## config.mk

```make
export PLATFORM = sky130hd
export DESIGN_NAME = gbt_emit
export DESIGN_NICKNAME = d
export VERILOG_FILES = /design/src/hw/rtl/gbt_pkg.sv /design/src/hw/rtl/gbt_emit.sv
export SDC_FILE = /design/constraint.sdc
export NUM_CORES = 1
export LEC_CHECK = 0
export BUFFER_PORTS_ARGS = -buffer_cell sky130_fd_sc_hd__buf_2
export CORE_AREA = 3 3 40 42
export CTS_CLUSTER_DIAMETER = 30
export DETAILED_ROUTE_END_ITERATION = 16
export DIE_AREA = 0 0 43 45
export PLACE_DENSITY_LB_ADDON = 0.05
export REMOVE_ABC_BUFFERS = 1
export SLEW_MARGIN = 20
export SYNTH_ARGS = -nofsm -noshare
export SYNTH_HDL_FRONTEND = slang
export SYNTH_SLANG_ARGS = --single-unit
```

## constraint.sdc

```tcl
create_clock -name clk -period 1.15 [get_ports clk]
set_input_delay 0.23 -clock clk [delete_from_list [all_inputs] [get_ports clk]]
set_output_delay 0.23 -clock clk [all_outputs]
set_load 0.02 [all_outputs]
```

## src/hw/rtl/gbt_pkg.sv

```systemverilog
package gbt_pkg;

  localparam int MAX_VERTICES = 64;
  localparam int NODE_W       = 6;
  localparam int VCOUNT_W     = 7;
  localparam int STATUS_W     = 2;

  typedef enum logic [1:0] {
    CMD_CLEAR    = 2'd0,
    CMD_ADD      = 2'd1,
    CMD_TRAVERSE = 2'd2,
    CMD_NONE     = 2'd3
  } cmd_t;

  typedef enum logic [1:0] {
    STS_OK    = 2'd0,
    STS_RANGE = 2'd1,
    STS_FULL  = 2'd2
  } status_t;

  typedef enum logic {
    REG_MODE   = 1'b0,
    REG_VCOUNT = 1'b1
  } reg_idx_t;

  typedef enum logic [3:0] {
    ST_IDLE,
    ST_RESULT,
    ST_ADD_RA,
    ST_ADD_RB,
    ST_ADD_CHK,
    ST_ADD_WA,
    ST_ADD_WB,
    ST_POP,
    ST_POP_WAIT,
    ST_DEG,
    ST_SCAN,
    ST_SCAN_WAIT,
    ST_FINISH
  } state_t;

  // One result handed from the sequencer to the output register.
  typedef struct packed {
    logic              vld;
    logic [NODE_W-1:0] vertex;
    status_t           status;
    logic              last;
  } emit_t;

endpackage

```

## src/hw/rtl/gbt_emit.sv

```systemverilog
module gbt_emit
  import gbt_pkg::*;
(
  input  logic       clk,
  input  logic       rst_n,
  input  emit_t      emit,
  output logic       free,
  output logic       out_tvalid,
  input  logic       out_tready,
  output logic [7:0] out_tdata,
  output logic       out_tlast
);

  logic              vld_r;
  logic [NODE_W-1:0] vertex_r;
  status_t           status_r;
  logic              last_r;

  // The slot can be refilled in the same cycle in which its item leaves.
  assign free = !vld_r || out_tready;

  always_ff @(posedge clk) begin
    if (!rst_n) begin
      vld_r <= 1'b0;
    end else if (free) begin
      vld_r <= emit.vld;
    end
  end

  always_ff @(posedge clk) begin
    if (free && emit.vld) begin
      vertex_r <= emit.vertex;
      status_r <= emit.status;
      last_r   <= emit.last;
    end
  end

  assign out_tvalid = vld_r;
  assign out_tdata  = {status_r, vertex_r};
  assign out_tlast  = last_r;

endmodule

```

==> impl_metrics.xml, run 1 <==
<?xml version="1.0" encoding="UTF-8"?>
<metrics>
  <group name="min_path">
    <metric name="hold_class" unit="">in -&gt; reg</metric>
  </group>
  <group name="setup_path">
    <metric name="cp_cell_sequence" unit="">nand2b_4, buf_2</metric>
    <metric name="crit_path_max_fanout" unit="">3</metric>
    <metric name="worst_r2r_startpoint" unit="">out_tvalid</metric>
    <metric name="cpMaxStageDelayCell" unit="">sky130_fd_sc_hd__dfxtp_1</metric>
    <metric name="endpoint" unit="">free</metric>
    <metric name="critical_path.endpoint_type" unit="">output port</metric>
    <metric name="crit_type" unit="">reg -&gt; out</metric>
    <metric name="worst_path_largest_cell_delay" unit="ns">0.37</metric>
    <metric name="critPathLaunchType" unit="">flip-flop</metric>
    <metric name="critPathTopFamily" unit="">flip-flops</metric>
    <metric name="cp.arrival" unit="ns">0.84</metric>
    <metric name="rr_worst_depth" unit="">2</metric>
    <metric name="worstPathBufferInverterCount" unit="">1</metric>
    <metric name="crit_start" unit="">out_tvalid</metric>
    <metric name="path_depth" unit="">2</metric>
    <metric name="destination_of_the_worst_register_to_register_timing_path" unit="">out_tlast</metric>
    <metric name="crit_required" unit="ns">0.92</metric>
    <metric name="r2r_setup_slack" unit="ns">0.24</metric>
  </group>
  <group name="synth">
    <metric name="synth.top_cells.by_area" unit="">sky130_fd_sc_hd__edfxtp_1, sky130_fd_sc_hd__dfxtp_1, sky130_fd_sc_hd__nand2b_4, sky130_fd_sc_hd__a21boi_2, sky130_fd_sc_hd__and2_4</metric>
    <metric name="mappedNetlistArea" unit="um2">328</metric>
    <metric name="yosysTopAreaCellShare" unit="%">82.4</metric>
    <metric name="synth-seq-area-share" unit="%">88.5</metric>
    <metric name="synth_top_area_cell" unit="">sky130_fd_sc_hd__edfxtp_1</metric>
    <metric name="flop_and_latch_count_out_of_synthesis" unit="">10</metric>
    <metric name="synthCells" unit="">14</metric>
    <metric name="avgSynthCellArea" unit="um2">23.4</metric>
    <metric name="synth_cell_types" unit="">6</metric>
    <metric name="yosysWarningCount" unit="">0</metric>
  </group>
  <group name="sta">
    <metric name="timing_hold_violations_final" unit="">0</metric>
    <metric name="count_of_final_setup_violators" unit="">0</metric>
    <metric name="period_minus_slack" unit="ns">1.07</metric>
    <metric name="summed_negative_setup_slack_over_all_endpoints" unit="ns">0</metric>
    <metric name="tightest_slew" unit="ns">0.124</metric>
    <metric name="fin_worst_hold_slack" unit="ns">0.144</metric>
    <metric name="grt_setup_unrepaired" unit="">false</metric>
    <metric name="clock.fmax" unit="MHz">936</metric>
    <metric name="timing.final.crit_share" unit="%">92.9</metric>
    <metric name="count_of_final_max_slew_check_failures" unit="">0</metric>
    <metric name="timing.clock.skew" unit="ns">0.0101</metric>
    <metric name="slew_headroom" unit="%">91.7</metric>
  </group>
  <group name="global_routing">
    <metric name="antenna_violations_before_repair" unit="">0</metric>
    <metric name="grt_max_degree" unit="">10</metric>
    <metric name="track_usage" unit="%">6.84</metric>
    <metric name="grt_remaining_overflow" unit="">0</metric>
    <metric name="first_global_vias" unit="">211</metric>
    <metric name="global_route_wire_length_before_repair" unit="um">841</metric>
  </group>
  <group name="clock_network">
    <metric name="cts_sinks" unit="">10</metric>
    <metric name="cts.reportedPaths.clkPinSlew" unit="ns">0.07</metric>
    <metric name="buffer_count_from_post_cts_setup_fixing" unit="">0</metric>
    <metric name="worst_skew_pair.late_latency" unit="ns">0.26</metric>
    <metric name="tritoncts" unit="">done</metric>
    <metric name="cts-htree-levels" unit="">1</metric>
    <metric name="root_buffer" unit="">sky130_fd_sc_hd__clkbuf_4</metric>
    <metric name="ctsResizeCount" unit="">0</metric>
    <metric name="cts_max_path_buffers" unit="">2</metric>
    <metric name="numCtsBuffers" unit="">3</metric>
    <metric name="cts-hold-fix-buffers" unit="">0</metric>
  </group>
  <group name="floorplan">
    <metric name="initial_core_util" unit="%">25.5</metric>
    <metric name="num_rows" unit="">13</metric>
    <metric name="top_level_ports" unit="">24</metric>
    <metric name="die-area" unit="um2">1940</metric>
    <metric name="die_h" unit="um">45</metric>
    <metric name="die_width" unit="um">43</metric>
    <metric name="core_region_area" unit="um2">1280</metric>
  </group>
  <group name="routing">
    <metric name="m1WireLength" unit="um">176</metric>
    <metric name="post_drt_via_cell_ratio" unit="">3.82</metric>
    <metric name="met3_wirelength" unit="um">94</metric>
    <metric name="detailedRoute.firstIterationViolations" unit="">0</metric>
    <metric name="wl_per_cell" unit="um">10.3</metric>
    <metric name="post-route-drc-count" unit="">0</metric>
    <metric name="route.top_layer_used" unit="">met4</metric>
    <metric name="drt_pass1_iterations" unit="">1</metric>
    <metric name="route.met2.wl" unit="um">290</metric>
    <metric name="drt.antenna.violating_nets" unit="">0</metric>
    <metric name="postRouteWirelength" unit="um">574</metric>
    <metric name="num_vias" unit="">214</metric>
  </group>
  <group name="finish">
    <metric name="area_growth_syn_to_layout" unit="%">48.9</metric>
    <metric name="diode_count" unit="">0</metric>
    <metric name="layout.cells.most_common" unit="">sky130_fd_sc_hd__buf_2</metric>
    <metric name="final_core_util" unit="%">38.0</metric>
    <metric name="net_count_of_the_finished_layout" unit="">55</metric>
    <metric name="layoutNonFillerInstCount" unit="">56</metric>
    <metric name="final_cell_mix" unit="">sky130_fd_sc_hd__buf_2, sky130_fd_sc_hd__edfxtp_1, sky130_fd_sc_hd__clkbuf_4</metric>
    <metric name="drive_gt1_share" unit="%">70.7</metric>
  </group>
  <group name="power_and_ir_drop">
    <metric name="design_power_total" unit="W">0.000752</metric>
    <metric name="power_density" unit="nW/um2">1540</metric>
    <metric name="worst_ir_drop_vdd" unit="uV">664</metric>
    <metric name="leakage_power" unit="nW">0.221</metric>
  </group>
  <group name="place">
    <metric name="routabilityCongestion" unit="">0.630</metric>
    <metric name="dp.final_hpwl" unit="um">468</metric>
    <metric name="place_inst" unit="">52</metric>
    <metric name="port_buffers" unit="">23</metric>
  </group>
  <group name="run_status">
    <metric name="status" unit="">completed</metric>
  </group>
  <group name="job">
    <metric name="timing.max_cap.violations" unit="">0</metric>
  </group>
</metrics>
## worst min-delay path by stage
stage,to,depth (start not counted),startpoint
after floorplan,out_tlast,0,emit[0]
after global placement,vertex_r[2],1,emit[5]
after detailed placement,status_r[0],1,emit[1]
after CTS,status_r[0],1,emit[1]
after global routing,vertex_r[0],1,emit[3]
final,status_r[0],1,emit[1]
## layer usage
layer / track usage (%) / vias up
met2: 11.1 / 15
met1: 5.03 / 92
li1: - / 105
met3: 3.59 / 2
met4: 9.04 / 0
met5: 0 / -
## flip-flops by register name, summed over array words and instances, names as in the netlist
name	cells
out_tlast	1
out_tvalid	1
vertex_r	6
status_r	2
## cells in the mapped netlist
master                     count
sky130_fd_sc_hd__dfxtp_1       1
sky130_fd_sc_hd__and2_4        1
sky130_fd_sc_hd__inv_1         1
sky130_fd_sc_hd__nand2b_4      1
sky130_fd_sc_hd__edfxtp_1      9
sky130_fd_sc_hd__a21boi_2      1
## logic make-up after synthesis
kind of cell / Yosys count / synth area share [%]
and+or+nand+nor: 2 / 6.87
DFF: 10 / 88.6
AOI/OAI and AO/OA: 1 / 3.43
buffers and inverters: 1 / 1.14
## layout make-up
| class | count | area (um2) |
|---|---|---|
| Fill cell | 128 | 797 |
| Sequential cell | 10 | 290 |
| Timing Repair Buffer | 23 | 115 |
| Multi-Input combinational cell | 3 | 33.8 |
| Clock buffer | 4 | 26.3 |
| Tap cell | 15 | 18.8 |
| Inverter | 1 | 3.75 |
## per-stage QoR
step	worst slack [ns]	area [um2]
6_report	0.0817	488
5_1_grt	0.0210	488
4_1_cts	0.0594	488
3_5_place_dp	0.207	462
3_3_place_gp	0.217	462
2_1_floorplan	0.109	328
## power breakdown
group	total [W]	switching, W	leakage [nW]	internal (W)
sequential	0.000426	0.00000551	0.0954	0.000421
combinational	0.0000866	0.0000503	0.111	0.0000363
clock	0.000239	0.000106	0.0150	0.000133
total	0.000752	0.000161	0.221	0.000590
No activity file was read; power rests on OpenSTA's default activity.
==> inputs of run 2 (changes only) <==
--- a/config.mk
+++ b/config.mk
@@ -11,6 +11,7 @@
 export DETAILED_ROUTE_END_ITERATION = 16
 export DIE_AREA = 0 0 43 45
 export PLACE_DENSITY_LB_ADDON = 0.05
+export RECOVER_POWER = 100
 export REMOVE_ABC_BUFFERS = 1
 export SLEW_MARGIN = 20
 export SYNTH_ARGS = -nofsm -noshare
==> run 2 against run 1 <==
Effect of this change: critical path depth unchanged; utilization is 0.88 points lower; combinational power shrank 6.4%.
==> impl_metrics.xml, run 2 (synthesized netlist as in run 1, its figures left out) <==
<?xml version="1.0" encoding="UTF-8"?>
<metrics>
  <group name="run_status">
    <metric name="status" unit="">completed</metric>
  </group>
  <group name="finish">
    <metric name="diode_count" unit="">0</metric>
    <metric name="final-seq-area" unit="um2">290</metric>
    <metric name="final_cell_mix" unit="">sky130_fd_sc_hd__buf_2, sky130_fd_sc_hd__edfxtp_1, sky130_fd_sc_hd__clkbuf_2</metric>
    <metric name="drive_gt1_share" unit="%">61.0</metric>
    <metric name="largestRegisters" unit="">vertex_r (6), status_r (2)</metric>
    <metric name="final_area" unit="um2">477</metric>
    <metric name="regMostFlops" unit="">vertex_r</metric>
    <metric name="n_fill_cell" unit="">133</metric>
    <metric name="max_ffs_per_register" unit="">6</metric>
    <metric name="layout.cells.most_common" unit="">sky130_fd_sc_hd__buf_2</metric>
    <metric name="multi_input_combinational_cell_area" unit="um2">27.5</metric>
    <metric name="net_count_of_the_finished_layout" unit="">55</metric>
    <metric name="area_growth_syn_to_layout" unit="%">45.4</metric>
  </group>
  <group name="min_path">
    <metric name="hold_class" unit="">in -&gt; reg</metric>
    <metric name="worst_hold_path.num_cells" unit="">1</metric>
  </group>
  <group name="setup_path">
    <metric name="worst_path_largest_cell_delay" unit="ns">0.34</metric>
    <metric name="cpMaxStageDelayCell" unit="">sky130_fd_sc_hd__dfxtp_1</metric>
    <metric name="path_depth" unit="">2</metric>
    <metric name="crit_type" unit="">reg -&gt; out</metric>
    <metric name="crit_path_max_fanout" unit="">3</metric>
    <metric name="crit_required" unit="ns">0.92</metric>
    <metric name="critPathTopFamily" unit="">flip-flops</metric>
    <metric name="rr_worst_depth" unit="">2</metric>
    <metric name="cp.arrival" unit="ns">0.83</metric>
    <metric name="worstPathBufferInverterCount" unit="">1</metric>
    <metric name="critical_path.endpoint_type" unit="">output port</metric>
    <metric name="cp_cell_sequence" unit="">nand2b_2, clkbuf_2</metric>
    <metric name="critPathLaunchType" unit="">flip-flop</metric>
  </group>
  <group name="sta">
    <metric name="summed_negative_setup_slack_over_all_endpoints" unit="ns">0</metric>
    <metric name="timing.final.crit_share" unit="%">92.1</metric>
    <metric name="tightest_slew" unit="ns">0.259</metric>
    <metric name="timing.clock.skew" unit="ns">0.0101</metric>
    <metric name="period_minus_slack" unit="ns">1.06</metric>
    <metric name="timing_hold_violations_final" unit="">0</metric>
    <metric name="grt_setup_unrepaired" unit="">false</metric>
    <metric name="count_of_final_max_slew_check_failures" unit="">0</metric>
    <metric name="slew_headroom" unit="%">82.8</metric>
    <metric name="count_of_final_setup_violators" unit="">0</metric>
    <metric name="clock.fmax" unit="MHz">945</metric>
    <metric name="setup_slack" unit="ns">0.0913</metric>
  </group>
  <group name="power_and_ir_drop">
    <metric name="power.net_switching" unit="W">0.000161</metric>
    <metric name="portion_of_total_power_attributed_to_combinational_logic" unit="%">10.9</metric>
    <metric name="worst_ir_drop_vdd" unit="uV">663</metric>
    <metric name="leakage_power" unit="nW">0.205</metric>
    <metric name="clock_share_of_power" unit="%">32.0</metric>
    <metric name="sequentialPowerShare" unit="%">57.1</metric>
    <metric name="p_sw_share" unit="%">21.6</metric>
    <metric name="power_report.internal_total" unit="W">0.000585</metric>
    <metric name="power_density" unit="nW/um2">1570</metric>
  </group>
  <group name="place">
    <metric name="placedInstanceArea" unit="um2">462</metric>
    <metric name="preCtsSetupSlack" unit="ns">0.207</metric>
    <metric name="dp.final_hpwl" unit="um">468</metric>
    <metric name="port_buffers" unit="">23</metric>
    <metric name="routabilityCongestion" unit="">0.630</metric>
  </group>
  <group name="clock_network">
    <metric name="ctsResizeCount" unit="">0</metric>
    <metric name="cts_sinks" unit="">10</metric>
    <metric name="tritoncts" unit="">done</metric>
    <metric name="worst_skew_pair.late_latency" unit="ns">0.26</metric>
    <metric name="cts-hold-fix-buffers" unit="">0</metric>
    <metric name="cts-htree-levels" unit="">1</metric>
    <metric name="cts.reportedPaths.clkPinSlew" unit="ns">0.07</metric>
    <metric name="root_buffer" unit="">sky130_fd_sc_hd__clkbuf_4</metric>
    <metric name="numCtsBuffers" unit="">3</metric>
    <metric name="cts_max_path_buffers" unit="">2</metric>
    <metric name="buffer_count_from_post_cts_setup_fixing" unit="">0</metric>
  </group>
  <group name="routing">
    <metric name="num_vias" unit="">215</metric>
    <metric name="postRouteWirelength" unit="um">581</metric>
    <metric name="drt.antenna.violating_nets" unit="">0</metric>
    <metric name="drt_pass1_iterations" unit="">1</metric>
    <metric name="wl_per_cell" unit="um">10.4</metric>
    <metric name="detailedRoute.firstIterationViolations" unit="">0</metric>
    <metric name="post_drt_via_cell_ratio" unit="">3.84</metric>
    <metric name="post-route-drc-count" unit="">0</metric>
  </group>
  <group name="global_routing">
    <metric name="global_route_wire_length_before_repair" unit="um">841</metric>
    <metric name="grt_remaining_overflow" unit="">0</metric>
    <metric name="antenna_violations_before_repair" unit="">0</metric>
    <metric name="first_global_vias" unit="">211</metric>
    <metric name="grt_max_degree" unit="">10</metric>
    <metric name="track_usage" unit="%">6.84</metric>
  </group>
  <group name="job">
    <metric name="timing.max_cap.violations" unit="">0</metric>
  </group>
  <group name="floorplan">
    <metric name="die_h" unit="um">45</metric>
    <metric name="initial_core_util" unit="%">25.5</metric>
    <metric name="num_rows" unit="">13</metric>
    <metric name="core_region_area" unit="um2">1280</metric>
    <metric name="top_level_ports" unit="">24</metric>
    <metric name="die-area" unit="um2">1940</metric>
    <metric name="die_width" unit="um">43</metric>
  </group>
</metrics>
## run 2: cell type report
type / count / area share, %
well taps: 15 / 3.94
multi-input cells: 3 / 5.77
clock buffers: 4 / 5.51
flip-flops and latches: 10 / 60.9
inverters: 1 / 0.787
repair buffers: 23 / 23.1
## run 2: through the flow
step | instances | hold WS, ns | power [W] | utilization, %
detailed placement | 52 | 0.409 | 0.000523 | 35.9
floorplan | 14 | 0.329 | 0.000481 | -
global route | 56 | 0.131 | 0.000794 | 37.1
global placement | 52 | 0.406 | 0.000521 | 35.9
finish | 56 | 0.144 | 0.000746 | 37.1
CTS | 56 | 0.135 | 0.000768 | 38.0
## run 2: final timing paths
kind	slack (ns)	end	from
max	0.09	free	out_tvalid
min	0.14	status_r[0]	emit[1]
max reg2reg	0.17	out_tlast	out_tvalid
min reg2reg	0.50	out_tvalid	out_tvalid
## run 2: worst register-to-register path: stages, from the launching register on
cell                       delay [ns]
sky130_fd_sc_hd__dfxtp_1         0.32
sky130_fd_sc_hd__nand2b_2        0.09
sky130_fd_sc_hd__and2_2          0.27
## run 2: per-layer routing
| layer | track usage [%] | wire, um | up-vias |
|---|---|---|---|
| met3 | 3.59 | 86 | 2 |
| met1 | 5.03 | 193 | 93 |
| li1 | - | - | 105 |
| met5 | 0 | 0 | - |
| met4 | 9.04 | 12 | 0 |
| met2 | 11.1 | 289 | 15 |
## run 2: power groups by stage
stage	Combinational (W)	Sequential [W]	Clock, W
after global routing	0.0000881	0.000428	0.000277
after floorplan	0.0000182	0.000463	0
after detailed placement	0.0000884	0.000435	0
after global placement	0.0000868	0.000434	0
after CTS	0.0000887	0.000427	0.000252
final	0.0000811	0.000426	0.000239
==> inputs of run 3 (changes only) <==
--- a/config.mk
+++ b/config.mk
@@ -6,10 +6,12 @@
 export NUM_CORES = 1
 export LEC_CHECK = 0
 export BUFFER_PORTS_ARGS = -buffer_cell sky130_fd_sc_hd__buf_2
-export CORE_AREA = 3 3 40 42
+export CELL_PAD_IN_SITES_DETAIL_PLACEMENT = 0
+export CELL_PAD_IN_SITES_GLOBAL_PLACEMENT = 2
+export CORE_MARGIN = 3
+export CORE_UTILIZATION = 22
 export CTS_CLUSTER_DIAMETER = 30
 export DETAILED_ROUTE_END_ITERATION = 16
-export DIE_AREA = 0 0 43 45
 export PLACE_DENSITY_LB_ADDON = 0.05
 export RECOVER_POWER = 100
 export REMOVE_ABC_BUFFERS = 1
==> run 3 against run 2 <==
Effect of this change: design area shrank 1.8%; total power shrank 0.40%; sequential share of layout area grew 1.1 points; via count shrank 3.3%; worst hold slack gained 0.0015 ns; non-clock buffer count is the same; utilization shrank 2.4 points; combinational power shrank 3.7%; critical path type unchanged; critical endpoint is now out_tvalid.
==> impl_metrics.xml, run 3 (synthesized netlist as in run 1, its figures left out) <==
<?xml version="1.0" encoding="UTF-8"?>
<metrics>
  <group name="run_status">
    <metric name="status" unit="">completed</metric>
  </group>
  <group name="routing">
    <metric name="post_drt_via_cell_ratio" unit="">3.71</metric>
    <metric name="drt_pass1_iterations" unit="">2</metric>
    <metric name="wl_per_cell" unit="um">10.6</metric>
    <metric name="detailedRoute.firstIterationViolations" unit="">1</metric>
    <metric name="drt.antenna.violating_nets" unit="">0</metric>
    <metric name="postRouteWirelength" unit="um">593</metric>
    <metric name="num_vias" unit="">208</metric>
    <metric name="post-route-drc-count" unit="">0</metric>
  </group>
  <group name="min_path">
    <metric name="hold-path-endpoint" unit="">status_r[0]</metric>
    <metric name="worst_hold_path.num_cells" unit="">1</metric>
    <metric name="hold_path.startpoint" unit="">emit[1]</metric>
    <metric name="hold_class" unit="">in -&gt; reg</metric>
  </group>
  <group name="finish">
    <metric name="n_fill_cell" unit="">147</metric>
    <metric name="max_ffs_per_register" unit="">6</metric>
    <metric name="final_cell_mix" unit="">sky130_fd_sc_hd__buf_2, sky130_fd_sc_hd__clkbuf_1, sky130_fd_sc_hd__edfxtp_1</metric>
    <metric name="final-seq-area" unit="um2">290</metric>
    <metric name="layout.cells.most_common" unit="">sky130_fd_sc_hd__buf_2</metric>
    <metric name="diode_count" unit="">0</metric>
    <metric name="multi_input_combinational_cell_area" unit="um2">23.8</metric>
    <metric name="net_count_of_the_finished_layout" unit="">55</metric>
    <metric name="layoutNonFillerInstCount" unit="">56</metric>
    <metric name="drive_gt1_share" unit="%">48.8</metric>
    <metric name="regMostFlops" unit="">vertex_r</metric>
    <metric name="largestRegisters" unit="">vertex_r (6), status_r (2)</metric>
    <metric name="area_growth_syn_to_layout" unit="%">42.7</metric>
  </group>
  <group name="floorplan">
    <metric name="die-area" unit="um2">1990</metric>
    <metric name="initial_core_util" unit="%">24.3</metric>
    <metric name="top_level_ports" unit="">24</metric>
    <metric name="die_width" unit="um">44.6</metric>
    <metric name="num_rows" unit="">13</metric>
    <metric name="die_h" unit="um">44.6</metric>
    <metric name="core_region_area" unit="um2">1350</metric>
  </group>
  <group name="sta">
    <metric name="period_minus_slack" unit="ns">1.05</metric>
    <metric name="count_of_final_setup_violators" unit="">0</metric>
    <metric name="tightest_slew" unit="ns">0.258</metric>
    <metric name="timing.clock.skew" unit="ns">0.00846</metric>
    <metric name="slew_headroom" unit="%">82.9</metric>
    <metric name="summed_negative_setup_slack_over_all_endpoints" unit="ns">0</metric>
    <metric name="clock.fmax" unit="MHz">954</metric>
    <metric name="timing_hold_violations_final" unit="">0</metric>
    <metric name="grt_setup_unrepaired" unit="">false</metric>
    <metric name="count_of_final_max_slew_check_failures" unit="">0</metric>
    <metric name="timing.final.crit_share" unit="%">91.2</metric>
  </group>
  <group name="job">
    <metric name="timing.max_cap.violations" unit="">0</metric>
  </group>
  <group name="clock_network">
    <metric name="cts-htree-levels" unit="">1</metric>
    <metric name="worst_skew_pair.late_latency" unit="ns">0.25</metric>
    <metric name="root_buffer" unit="">sky130_fd_sc_hd__clkbuf_4</metric>
    <metric name="cts.reportedPaths.clkPinSlew" unit="ns">0.07</metric>
    <metric name="numCtsBuffers" unit="">3</metric>
    <metric name="cts_max_path_buffers" unit="">2</metric>
    <metric name="ctsResizeCount" unit="">0</metric>
    <metric name="cts-hold-fix-buffers" unit="">0</metric>
    <metric name="tritoncts" unit="">done</metric>
    <metric name="cts_sinks" unit="">10</metric>
    <metric name="buffer_count_from_post_cts_setup_fixing" unit="">0</metric>
  </group>
  <group name="global_routing">
    <metric name="grt.busiest_layer" unit="">met2</metric>
    <metric name="met1_usage" unit="%">6.60</metric>
    <metric name="antenna_violations_before_repair" unit="">0</metric>
    <metric name="first_global_vias" unit="">197</metric>
    <metric name="globalRouteMet2Util" unit="%">9.17</metric>
    <metric name="global_route_wire_length_before_repair" unit="um">814</metric>
    <metric name="track_usage" unit="%">5.88</metric>
    <metric name="global_route.usage.met3" unit="%">2.44</metric>
    <metric name="grt_remaining_overflow" unit="">0</metric>
    <metric name="grt_max_degree" unit="">10</metric>
  </group>
  <group name="power_and_ir_drop">
    <metric name="power_density" unit="nW/um2">1590</metric>
    <metric name="worst_ir_drop_vdd" unit="uV">556</metric>
    <metric name="leakage_power" unit="nW">0.192</metric>
  </group>
  <group name="setup_path">
    <metric name="worst_r2r_startpoint" unit="">out_tvalid</metric>
    <metric name="r2r_setup_slack" unit="ns">0.18</metric>
    <metric name="cpMaxStageDelayCell" unit="">sky130_fd_sc_hd__dfxtp_1</metric>
    <metric name="crit_path_max_fanout" unit="">2</metric>
    <metric name="destination_of_the_worst_register_to_register_timing_path" unit="">vertex_r[4]</metric>
    <metric name="critical_path.endpoint_type" unit="">output port</metric>
    <metric name="critPathTopFamily" unit="">flip-flops</metric>
    <metric name="crit_type" unit="">reg -&gt; out</metric>
    <metric name="worst_path_largest_cell_delay" unit="ns">0.34</metric>
    <metric name="critPathLaunchType" unit="">flip-flop</metric>
    <metric name="rr_worst_depth" unit="">2</metric>
    <metric name="worstPathBufferInverterCount" unit="">1</metric>
    <metric name="cp.arrival" unit="ns">0.82</metric>
    <metric name="crit_required" unit="ns">0.92</metric>
    <metric name="cp_cell_sequence" unit="">clkbuf_1</metric>
  </group>
  <group name="place">
    <metric name="place_inst" unit="">52</metric>
    <metric name="routabilityCongestion" unit="">0.643</metric>
    <metric name="port_buffers" unit="">23</metric>
  </group>
</metrics>
==> run 3: through the flow <==
step / setup WS (ns) / hold WS [ns] / total power (W) / instance area [um2] / util (%)
2_1_floorplan: 0.109 / 0.329 / 0.000481 / 328 / -
3_3_place_gp: 0.220 / 0.409 / 0.000520 / 462 / 34.2
3_5_place_dp: 0.191 / 0.408 / 0.000523 / 462 / 34.2
4_1_cts: 0.0632 / 0.140 / 0.000765 / 488 / 36.1
5_1_grt: 0.0602 / 0.131 / 0.000778 / 468 / 34.7
6_report: 0.101 / 0.146 / 0.000743 / 468 / 34.7
==> run 3: final cells by class <==
cell class | instances | area share, %
Clock buffer | 4 | 5.61
Tap cell | 15 | 4.01
Inverter | 1 | 0.802
Timing Repair Buffer | 23 | 22.5
Sequential cell | 10 | 62.0
Multi-Input combinational cell | 3 | 5.08
==> run 3: power by group <==
group / total (W) / switching (W) / internal, W
combinational: 0.0000781 / 0.0000500 / 0.0000280
sequential: 0.000426 / 0.00000527 / 0.000421
clock: 0.000239 / 0.000106 / 0.000133
total: 0.000743 / 0.000161 / 0.000582
==> run 3: how the worst max path moves through the flow <==
| stage | start | to | slack [ns] | depth (start not counted) |
|---|---|---|---|---|
| final | out_tvalid | out_tvalid | 0.10 | 1 |
| after floorplan | out_tvalid | out_tlast | 0.11 | 2 |
| after global placement | out_tready | vertex_r[2] | 0.22 | 3 |
| after detailed placement | out_tready | vertex_r[4] | 0.19 | 3 |
| after global routing | out_tvalid | out_tvalid | 0.06 | 1 |
| after CTS | out_tvalid | free | 0.06 | 2 |
==> run 3: per-layer routing <==
layer	wire (um)	up-vias
li1	-	105
met5	0	-
met3	70	0
met1	219	91
met4	0	0
met2	303	12
